==> src/rtl/core/hhfp_pkg.sv <==
// Shared types, character constants and prefix tables for the HTTP header
// field parser. No dependencies.
package hhfp_pkg;

    localparam int unsigned LEN_W = 32;
    localparam int unsigned CNT_W = 7;

    localparam logic [7:0] CR_CHAR    = 8'h0D;
    localparam logic [7:0] SPACE_CHAR = 8'h20;
    localparam logic [7:0] SEMI_CHAR  = 8'h3B;
    localparam logic [7:0] ZERO_CHAR  = 8'h30;
    localparam logic [7:0] NUL_CHAR   = 8'h00;

    localparam logic [4:0] CL_LEN  = 5'd16;
    localparam logic [4:0] CT_LEN  = 5'd14;
    localparam logic [3:0] KEY_LEN = 4'd9;

    typedef enum logic [7:0] {
        PH_REQUEST = 8'b0000_0001,
        PH_SKIP    = 8'b0000_0010,
        PH_PREFIX  = 8'b0000_0100,
        PH_CLVAL   = 8'b0000_1000,
        PH_CTKEY   = 8'b0001_0000,
        PH_CTCAP   = 8'b0010_0000,
        PH_CTDONE  = 8'b0100_0000,
        PH_IGNORE  = 8'b1000_0000
    } phase_t;

    typedef struct packed {
        logic [LEN_W-1:0] length;
        logic [CNT_W-1:0] count;
        logic             cut;
        logic             bank;
    } hhfp_status_t;

    typedef struct packed {
        logic             en;
        logic             bank;
        logic [CNT_W-1:0] slot;
        logic [7:0]       data;
    } hhfp_wr_t;

    // "Content-Length: "
    function automatic logic [7:0] cl_char(input logic [4:0] idx);
        logic [7:0] c;
        case (idx)
            5'd0:    c = 8'h43;
            5'd1:    c = 8'h6F;
            5'd2:    c = 8'h6E;
            5'd3:    c = 8'h74;
            5'd4:    c = 8'h65;
            5'd5:    c = 8'h6E;
            5'd6:    c = 8'h74;
            5'd7:    c = 8'h2D;
            5'd8:    c = 8'h4C;
            5'd9:    c = 8'h65;
            5'd10:   c = 8'h6E;
            5'd11:   c = 8'h67;
            5'd12:   c = 8'h74;
            5'd13:   c = 8'h68;
            5'd14:   c = 8'h3A;
            5'd15:   c = 8'h20;
            default: c = 8'h00;
        endcase
        return c;
    endfunction

    // "Content-Type: "
    function automatic logic [7:0] ct_char(input logic [4:0] idx);
        logic [7:0] c;
        case (idx)
            5'd0:    c = 8'h43;
            5'd1:    c = 8'h6F;
            5'd2:    c = 8'h6E;
            5'd3:    c = 8'h74;
            5'd4:    c = 8'h65;
            5'd5:    c = 8'h6E;
            5'd6:    c = 8'h74;
            5'd7:    c = 8'h2D;
            5'd8:    c = 8'h54;
            5'd9:    c = 8'h79;
            5'd10:   c = 8'h70;
            5'd11:   c = 8'h65;
            5'd12:   c = 8'h3A;
            5'd13:   c = 8'h20;
            default: c = 8'h00;
        endcase
        return c;
    endfunction

    // "boundary="
    function automatic logic [7:0] key_char(input logic [3:0] idx);
        logic [7:0] c;
        case (idx)
            4'd0:    c = 8'h62;
            4'd1:    c = 8'h6F;
            4'd2:    c = 8'h75;
            4'd3:    c = 8'h6E;
            4'd4:    c = 8'h64;
            4'd5:    c = 8'h61;
            4'd6:    c = 8'h72;
            4'd7:    c = 8'h79;
            4'd8:    c = 8'h3D;
            default: c = 8'h00;
        endcase
        return c;
    endfunction

endpackage

==> src/rtl/core/http_header_field_parser_core.sv <==
// HTTP header field parser, top level: input channel, result run engine
// and boundary store. Depends on hhfp_pkg, hhfp_parser and hhfp_ram.
//
// Usage: header bytes enter on the data channel (data_valid/data_stall),
// one word per cycle, with end_of_headers low. A word with end_of_headers
// high closes the header block. It starts a run of result words on the
// result channel (result_valid/result_stall): one word per stored boundary
// byte, or a single word with boundary_byte 0 when no boundary byte is stored.
// Every word of a run carries the same content_length, boundary_length and
// boundary_truncated; last_result marks the final one.
// Throughput: one data word per cycle while data_stall is low; data_stall
// is high while words of a run are still to be issued. Once the end word
// is taken the run registers load, and each result word is read from the
// RAM into the result stage. Boundary bytes sit in a two-bank RAM (one
// bank being filled, one committed), read one byte per cycle into the
// result stage. When result_stall is high the result word holds and the
// run pauses. Reset clears the parser to the start of a request line and
// empties the result stage; the boundary RAM needs no clearing.
module http_header_field_parser_core #(
    parameter int unsigned MAX_BOUNDARY = 64
) (
    input  logic        clk,
    input  logic        rst_n,
    input  logic        data_valid,
    output logic        data_stall,
    input  logic [7:0]  data_byte,
    input  logic        end_of_headers,
    output logic        result_valid,
    input  logic        result_stall,
    output logic [31:0] content_length,
    output logic [6:0]  boundary_length,
    output logic [7:0]  boundary_byte,
    output logic        boundary_truncated,
    output logic        last_result
);
    import hhfp_pkg::*;

    localparam int unsigned IDX_W  = (MAX_BOUNDARY > 1) ? $clog2(MAX_BOUNDARY) : 1;
    localparam int unsigned ADDR_W = IDX_W + 1;
    localparam int unsigned DEPTH  = 2 ** ADDR_W;

    hhfp_status_t     status;
    hhfp_wr_t         wr;
    logic             accept;
    logic             load;
    logic             last_item;
    logic [7:0]       rd_byte;
    logic [CNT_W-1:0] idx_inc;

    logic             run_active_reg, run_active_next;
    logic [CNT_W-1:0] run_idx_reg,    run_idx_next;
    logic [CNT_W-1:0] run_total_reg,  run_total_next;
    logic [LEN_W-1:0] run_len_reg,    run_len_next;
    logic [CNT_W-1:0] run_count_reg,  run_count_next;
    logic             run_cut_reg,    run_cut_next;
    logic             run_bank_reg,   run_bank_next;

    logic             out_valid_reg,  out_valid_next;
    logic [LEN_W-1:0] out_len_reg,    out_len_next;
    logic [CNT_W-1:0] out_count_reg,  out_count_next;
    logic             out_cut_reg,    out_cut_next;
    logic             out_last_reg,   out_last_next;
    logic             out_zero_reg,   out_zero_next;

    assign data_stall = run_active_reg;
    assign accept     = data_valid && !run_active_reg;
    assign load       = run_active_reg && (!out_valid_reg || !result_stall);
    assign idx_inc    = run_idx_reg + CNT_W'(1);
    assign last_item  = (idx_inc == run_total_reg);

    hhfp_parser #(
        .MAX_BOUNDARY(MAX_BOUNDARY)
    ) u_parser (
        .clk           (clk),
        .rst_n         (rst_n),
        .accept        (accept),
        .data_byte     (data_byte),
        .end_of_headers(end_of_headers),
        .status        (status),
        .wr            (wr)
    );

    hhfp_ram #(
        .WIDTH(8),
        .DEPTH(DEPTH)
    ) u_store (
        .clk  (clk),
        .we   (wr.en),
        .waddr({wr.bank, wr.slot[IDX_W-1:0]}),
        .wdata(wr.data),
        .re   (load),
        .raddr({run_bank_reg, run_idx_reg[IDX_W-1:0]}),
        .rdata(rd_byte)
    );

    always_comb
    begin
        run_active_next = run_active_reg;
        run_idx_next    = run_idx_reg;
        run_total_next  = run_total_reg;
        run_len_next    = run_len_reg;
        run_count_next  = run_count_reg;
        run_cut_next    = run_cut_reg;
        run_bank_next   = run_bank_reg;
        out_valid_next  = out_valid_reg && result_stall;
        out_len_next    = out_len_reg;
        out_count_next  = out_count_reg;
        out_cut_next    = out_cut_reg;
        out_last_next   = out_last_reg;
        out_zero_next   = out_zero_reg;

        if (accept && end_of_headers)
        begin
            run_active_next = 1'b1;
            run_idx_next    = '0;
            run_total_next  = (status.count == '0) ? CNT_W'(1) : status.count;
            run_len_next    = status.length;
            run_count_next  = status.count;
            run_cut_next    = status.cut;
            run_bank_next   = status.bank;
        end

        if (load)
        begin
            out_valid_next = 1'b1;
            out_len_next   = run_len_reg;
            out_count_next = run_count_reg;
            out_cut_next   = run_cut_reg;
            out_last_next  = last_item;
            out_zero_next  = (run_count_reg == '0);
            run_idx_next   = idx_inc;
            if (last_item)
            begin
                run_active_next = 1'b0;
            end
        end
    end

    always_ff @(posedge clk or negedge rst_n)
    begin
        if (!rst_n)
        begin
            run_active_reg <= 1'b0;
            run_idx_reg    <= '0;
            run_total_reg  <= '0;
            run_bank_reg   <= 1'b0;
            out_valid_reg  <= 1'b0;
            out_last_reg   <= 1'b0;
            out_zero_reg   <= 1'b1;
        end
        else
        begin
            run_active_reg <= run_active_next;
            run_idx_reg    <= run_idx_next;
            run_total_reg  <= run_total_next;
            run_bank_reg   <= run_bank_next;
            out_valid_reg  <= out_valid_next;
            out_last_reg   <= out_last_next;
            out_zero_reg   <= out_zero_next;
        end
    end

    always_ff @(posedge clk)
    begin
        run_len_reg   <= run_len_next;
        run_count_reg <= run_count_next;
        run_cut_reg   <= run_cut_next;
        out_len_reg   <= out_len_next;
        out_count_reg <= out_count_next;
        out_cut_reg   <= out_cut_next;
    end

    assign result_valid       = out_valid_reg;
    assign content_length     = out_len_reg;
    assign boundary_length    = out_count_reg;
    assign boundary_byte      = out_zero_reg ? 8'd0 : rd_byte;
    assign boundary_truncated = out_cut_reg;
    assign last_result        = out_last_reg;

endmodule

==> src/rtl/core/hhfp_ram.sv <==
// Generic single-write, single-read RAM with registered read data.
// No dependencies.
module hhfp_ram #(
    parameter int unsigned WIDTH = 8,
    parameter int unsigned DEPTH = 128
) (
    input  logic                     clk,
    input  logic                     we,
    input  logic [$clog2(DEPTH)-1:0] waddr,
    input  logic [WIDTH-1:0]         wdata,
    input  logic                     re,
    input  logic [$clog2(DEPTH)-1:0] raddr,
    output logic [WIDTH-1:0]         rdata
);

    logic [WIDTH-1:0] mem [DEPTH];
    logic [WIDTH-1:0] rdata_reg;

    always_ff @(posedge clk)
    begin
        if (we)
        begin
            mem[waddr] <= wdata;
        end
        if (re)
        begin
            rdata_reg <= mem[raddr];
        end
    end

    assign rdata = rdata_reg;

endmodule

==> src/rtl/core/hhfp_parser.sv <==
// Per-byte header line parser: line tracking, prefix match, length
// accumulation and boundary capture. Depends on hhfp_pkg.
module hhfp_parser #(
    parameter int unsigned MAX_BOUNDARY = 64
) (
    input  logic                 clk,
    input  logic                 rst_n,
    input  logic                 accept,
    input  logic [7:0]           data_byte,
    input  logic                 end_of_headers,
    output hhfp_pkg::hhfp_status_t status,
    output hhfp_pkg::hhfp_wr_t     wr
);
    import hhfp_pkg::*;

    localparam logic [CNT_W-1:0] MAX_CNT = CNT_W'(MAX_BOUNDARY);

    phase_t           phase_reg,    phase_next;
    logic [4:0]       pos_reg,      pos_next;
    logic [1:0]       cand_reg,     cand_next;
    logic [3:0]       key_reg,      key_next;
    logic [LEN_W-1:0] acc_reg,      acc_next;
    logic [LEN_W-1:0] length_reg,   length_next;
    logic [CNT_W-1:0] count_reg,    count_next;
    logic             cut_reg,      cut_next;
    logic             bank_reg,     bank_next;
    logic [CNT_W-1:0] pend_cnt_reg, pend_cnt_next;
    logic             pend_cut_reg, pend_cut_next;
    logic             ended_reg,    ended_next;

    logic             cl_hit;
    logic             ct_hit;
    logic [4:0]       pos_inc;
    logic             key_hit;
    logic [3:0]       key_step;
    logic [LEN_W-1:0] acc_mac;

    assign pos_inc  = pos_reg + 5'd1;
    assign cl_hit   = cand_reg[0] && (pos_reg < CL_LEN) && (data_byte == cl_char(pos_reg));
    assign ct_hit   = cand_reg[1] && (pos_reg < CT_LEN) && (data_byte == ct_char(pos_reg));
    assign key_hit  = (key_reg < KEY_LEN) && (data_byte == key_char(key_reg));
    assign key_step = key_hit ? (key_reg + 4'd1)
                              : ((data_byte == key_char(4'd0)) ? 4'd1 : 4'd0);
    assign acc_mac  = (acc_reg << 3) + (acc_reg << 1) + {24'd0, data_byte}
                    - {24'd0, ZERO_CHAR};

    always_comb
    begin
        phase_next    = phase_reg;
        pos_next      = pos_reg;
        cand_next     = cand_reg;
        key_next      = key_reg;
        acc_next      = acc_reg;
        length_next   = length_reg;
        count_next    = count_reg;
        cut_next      = cut_reg;
        bank_next     = bank_reg;
        pend_cnt_next = pend_cnt_reg;
        pend_cut_next = pend_cut_reg;
        ended_next    = ended_reg;
        wr.en         = 1'b0;
        wr.bank       = ~bank_reg;
        wr.slot       = pend_cnt_reg;
        wr.data       = data_byte;

        if (accept)
        begin
            if (end_of_headers)
            begin
                phase_next    = PH_REQUEST;
                pos_next      = 5'd0;
                cand_next     = 2'b11;
                key_next      = 4'd0;
                acc_next      = '0;
                length_next   = '0;
                count_next    = '0;
                cut_next      = 1'b0;
                pend_cnt_next = '0;
                pend_cut_next = 1'b0;
                ended_next    = 1'b0;
            end
            else
            begin
                case (phase_reg)
                    PH_REQUEST:
                    begin
                        if (data_byte == CR_CHAR)
                        begin
                            phase_next = PH_SKIP;
                        end
                    end
                    PH_SKIP:
                    begin
                        phase_next    = PH_PREFIX;
                        pos_next      = 5'd0;
                        cand_next     = 2'b11;
                        key_next      = 4'd0;
                        acc_next      = '0;
                        pend_cnt_next = '0;
                        pend_cut_next = 1'b0;
                        ended_next    = 1'b0;
                    end
                    default:
                    begin
                        if (data_byte == CR_CHAR)
                        begin
                            // commit the finished line
                            case (phase_reg)
                                PH_CLVAL:
                                begin
                                    length_next = acc_reg;
                                end
                                PH_CTKEY:
                                begin
                                    count_next = '0;
                                    cut_next   = 1'b0;
                                end
                                PH_CTCAP, PH_CTDONE:
                                begin
                                    bank_next  = ~bank_reg;
                                    count_next = pend_cnt_reg;
                                    cut_next   = pend_cut_reg;
                                end
                                default:
                                begin
                                end
                            endcase
                            phase_next = PH_SKIP;
                        end
                        else if (!ended_reg)
                        begin
                            if (data_byte == NUL_CHAR)
                            begin
                                ended_next = 1'b1;
                                if (phase_reg == PH_PREFIX)
                                begin
                                    phase_next = PH_IGNORE;
                                end
                            end
                            else
                            begin
                                case (phase_reg)
                                    PH_PREFIX:
                                    begin
                                        cand_next = {ct_hit, cl_hit};
                                        pos_next  = pos_inc;
                                        if (!cl_hit && !ct_hit)
                                        begin
                                            phase_next = PH_IGNORE;
                                        end
                                        else if (cl_hit && (pos_inc == CL_LEN))
                                        begin
                                            phase_next = PH_CLVAL;
                                            acc_next   = '0;
                                        end
                                        else if (ct_hit && (pos_inc == CT_LEN))
                                        begin
                                            phase_next = PH_CTKEY;
                                            key_next   = 4'd0;
                                        end
                                    end
                                    PH_CLVAL:
                                    begin
                                        acc_next = (data_byte == SPACE_CHAR) ? '0 : acc_mac;
                                    end
                                    PH_CTKEY:
                                    begin
                                        key_next = key_step;
                                        if (key_step >= KEY_LEN)
                                        begin
                                            phase_next    = PH_CTCAP;
                                            pend_cnt_next = '0;
                                            pend_cut_next = 1'b0;
                                        end
                                    end
                                    PH_CTCAP:
                                    begin
                                        if (data_byte == SEMI_CHAR)
                                        begin
                                            phase_next = PH_CTDONE;
                                        end
                                        else if (pend_cnt_reg < MAX_CNT)
                                        begin
                                            wr.en         = 1'b1;
                                            pend_cnt_next = pend_cnt_reg + CNT_W'(1);
                                        end
                                        else
                                        begin
                                            pend_cut_next = 1'b1;
                                        end
                                    end
                                    default:
                                    begin
                                    end
                                endcase
                            end
                        end
                    end
                endcase
            end
        end
    end

    always_ff @(posedge clk or negedge rst_n)
    begin
        if (!rst_n)
        begin
            phase_reg    <= PH_REQUEST;
            pos_reg      <= 5'd0;
            cand_reg     <= 2'b11;
            key_reg      <= 4'd0;
            acc_reg      <= '0;
            length_reg   <= '0;
            count_reg    <= '0;
            cut_reg      <= 1'b0;
            bank_reg     <= 1'b0;
            pend_cnt_reg <= '0;
            pend_cut_reg <= 1'b0;
            ended_reg    <= 1'b0;
        end
        else
        begin
            phase_reg    <= phase_next;
            pos_reg      <= pos_next;
            cand_reg     <= cand_next;
            key_reg      <= key_next;
            acc_reg      <= acc_next;
            length_reg   <= length_next;
            count_reg    <= count_next;
            cut_reg      <= cut_next;
            bank_reg     <= bank_next;
            pend_cnt_reg <= pend_cnt_next;
            pend_cut_reg <= pend_cut_next;
            ended_reg    <= ended_next;
        end
    end

    assign status.length = length_reg;
    assign status.count  = count_reg;
    assign status.cut    = cut_reg;
    assign status.bank   = bank_reg;

endmodule

==> config.mk <==
export PLATFORM = sky130hd
export DESIGN_NAME = http_header_field_parser_core
export DESIGN_NICKNAME = d
export VERILOG_FILES = /design/src/rtl/core/hhfp_pkg.sv /design/src/rtl/core/http_header_field_parser_core.sv /design/src/rtl/core/hhfp_ram.sv /design/src/rtl/core/hhfp_parser.sv
export SDC_FILE = /design/constraint.sdc
export NUM_CORES = 1
export LEC_CHECK = 0
export BUFFER_PORTS_ARGS = -buffer_cell sky130_fd_sc_hd__buf_2
export CAP_MARGIN = 20
export CORE_UTILIZATION = 25
export DETAILED_ROUTE_END_ITERATION = 7
export GPL_ROUTABILITY_DRIVEN = 1
export PLACE_DENSITY = 0.48
export SETUP_SLACK_MARGIN = 0.4
export SYNTH_ARGS = -nofsm -noshare
export SYNTH_HDL_FRONTEND = slang
export SYNTH_SLANG_ARGS = --single-unit
export TNS_END_PERCENT = 100
==> constraint.sdc <==
create_clock -name clk -period 3.1 [get_ports clk]
set_input_delay 0.31 -clock clk [delete_from_list [all_inputs] [get_ports clk]]
set_output_delay 0.31 -clock clk [all_outputs]
set_load 0.005 [all_outputs]
==> results.toml <==
[run_status]
status = "complete, but fails checks"
violations = "setup timing"

[grt]
grt.met3_usage_pct = 2.132
grt_pass1_vias = 31301
antenna_found_initial = 6
gr-max-usage-layer = "met2"
grt_pass1_wl_mm = 220.1
grt_start_max_net_pins = 85
grt_util_met1_pct = 20.33
track_usage_pct = 14.22
gr-total-overflow = 0
use_met2_pct = 22.18

[timing]
maxSlewViolCount = 0
clock_skew_ps = 46.81
setup_viol = 16
hold_violations = 0
fmax_mhz = 302.5
setup_ws_ps = -206.1
worst_pin_slew_ps = 1091
rsz0062_at_grt = "true"
timing.final.crit_share_pct = 106.6
min_period_ps = 3306
slew_headroom_pct = 26.71

[critical_path]
path_max_fanout = 3
cp-start-kind = "flop"
cp-end-kind = "flop"
required_ps = 3770
worstSetupPathType = "reg -> reg"
cp.arrival_ps = 3980

[cts]
htreeDepth = 4
clk_path_buf_depth = 3
cts_buffers = 133
cts.sinks = 1232
cts_tree = "done"
clockRootBuffer = "clkbuf_16"
clk_pin_slew_ps = 60
clock_latency_ps = 790

[floorplanning]
dieArea_um2 = 209500
core_region_area_um2 = 205400
start_util_pct = 25.27
die_h_um = 457.7
fp-row-count = 166
fp.dieW_um = 457.7
io_pins = 64

[routing]
drt-vias-per-instance = 4.653
drt_wl_total_mm = 151.6
vias = 30994
drt_iter0_drc = 2438
drc = 0
wl_per_cell_um = 22.75
drtPass1Iterations = 6
antenna_left = 0

[place]
post-dp-hpwl_mm = 94.75
portBuffers = 63
gp_congestion = 0.7945
placed_cells = 6308
place_ws_ps = -536.1

[cells_and_area]
layout.area.seq_um2 = 36420
top_register = "u_store.mem"
largest_reg_flops = 1024
drive_gt1_share_pct = 36.31
fill_cells = 19756
area_growth_pct = 31.01
multi_input_area_um2 = 16690
stdcell_count = 6661
layout.nets = 3981

[yosys]
synth_area_leaders = "edfxtp_1, mux4_2, dfrtp_1"
yosysWarnings = 0
synth_common_cells = "edfxtp_1, nand2_1, mux2i_1"
avgSynthCellArea_um2 = 15.85
synth_most_common_cell = "edfxtp_1"
synthCells = 3275
postSynth.asyncResetShare_pct = 9.740
synth-main-ff-cell = "edfxtp_1"
synth_area_um2 = 51920
yosys.area.top_type_share_pct = 64.32
ys_ff_latch = 1232
yosysUniqueCellTypes = 80
synth_nets = 3389
seq_area_frac_synth_pct = 70.11
synth_edf_count = 1112
synth_top_cell_by_area = "edfxtp_1"

[pwr]
vdd_drop_max_mv = 0.4763
finalPower_w = 0.05062
leakage_nw = 23.18
cellPowerDensity_nw_per_um2 = 744.2

[hold_path]
min_path_type = "in -> reg"

[flow_run]
cap_violations = 0
==> metrics by stage <==
step | hold slack, ps | instance area (um^2) | TNS [ps] | utilization [%]
final | 72.30 | 68020 | -1850 | 33.11
after global routing | 38.62 | 68010 | -6170 | 33.11
after CTS | 16.07 | 66540 | -2229 | 32.39
after detailed placement | 384.8 | 59620 | -326010 | 29.02
after global placement | 385.2 | 59620 | -304320 | 29.02
after floorplan | 14.41 | 52200 | -681.7 | -
==> worst paths after layout <==
path	start	endpoint	slack, ps	cells after the start
worst min-delay path	data_byte[7]	u_store.mem[56][7]	70	2
worst max-delay path	u_parser.acc_reg[4]	u_parser.acc_reg[24]	-210	14
min in group asynchronous	rst_n	u_parser.acc_reg[27]	130	2
worst max register to register	u_parser.acc_reg[4]	u_parser.acc_reg[24]	-210	14
worst min register to register	run_len_reg[9]	content_length[9]	420	0
max in group asynchronous	rst_n	u_parser.cand_reg[0]	2220	3
==> repair_timing <==
action | 4_1_cts | 5_1_grt
hold buffers | 5 | 0
endpoints found under the setup margin | 1082 | 976
resized for setup | 396 | 270
buffers inserted | 63 | 17
cloned | 22 | 5
pin swaps | 97 | 116
endpoints found under the hold margin | 67 | 0
==> kinds of logic after synthesis <==
group / synth area share, %
AO/OA/AOI/OAI: 7.840
XOR/XNOR: 0.8266
adder cells (fa/ha/maj): 2.521
buffers and inverters: 2.340
flip-flops: 70.11
multiplexers: 11.49
AND/OR/NAND/NOR: 4.868
==> power breakdown <==
part	switching, W	leakage (nW)	internal (W)	total, W
Combinational	0.00848	9.52	0.00765	0.0161
Clock	0.00676	2.02	0.00862	0.0154
Sequential	0.000423	11.6	0.0187	0.0191
==> cell usage in the layout, fill, tap and decap left out, types with 16 or more instances in the layout <==
master / netlist / routed
nor2_4: 0 / 72
a211oi_2: 0 / 18
mux2_2: 73 / 71
o22ai_2: 1 / 28
nor3_1: 21 / 16
nand2_1: 203 / 180
o22ai_1: 69 / 39
a21o_1: 19 / 18
buf_8: 0 / 17
nor2b_1: 25 / 23
o31ai_1: 48 / 38
buf_16: 0 / 27
ha_1: 95 / 83
buf_12: 0 / 90
a211oi_1: 39 / 18
o21ai_1: 4 / 48
o21ai_0: 126 / 54
mux2i_1: 199 / 177
xnor2_1: 28 / 24
buf_4: 2 / 350
clkinv_1: 1 / 28
nand3_1: 36 / 33
clkinv_2: 0 / 19
o221ai_2: 0 / 32
a21oi_1: 176 / 115
edfxtp_1: 1112 / 1112
nor2_1: 184 / 103
inv_1: 125 / 114
o21ai_2: 2 / 29
buf_6: 3 / 76
nand2b_1: 18 / 17
a21oi_2: 0 / 58
mux4_2: 136 / 136
buf_2: 47 / 54
clkbuf_16: 0 / 138
dfrtp_1: 116 / 103
clkbuf_1: 103 / 32
o221ai_1: 65 / 32
xor2_1: 21 / 19
==> critical path: stages (launching register included) <==
cell       delay, ps
dfrtp_1          380
inv_2             80
fa_2             340
inv_2             60
fa_1             440
ha_4             300
o21a_1           140
a211o_1          150
nor4b_4          260
buf_4            180
o21ai_2           50
a21oi_2          220
o2111ai_2        170
and3_4           200
o41ai_2          260
==> area by class of cell <==
cell class / count / share of cell area, %
flip-flops and latches: 1232 / 53.55
multi-input cells: 1744 / 24.54
repair buffers: 629 / 10.13
clock buffers: 167 / 5.110
well taps: 2688 / 4.945
clock inverters: 72 / 0.9989
inverters: 127 / 0.7156
diodes: 2 / 0.007358
==> per-layer routing <==
metal  up-vias  wire length [um]
met3       201              6650
met4         2              3835
li1      14037                 -
met2       661             69440
met1     16093             71630
met5         -                12
Power figures use the tool's default switching activity.
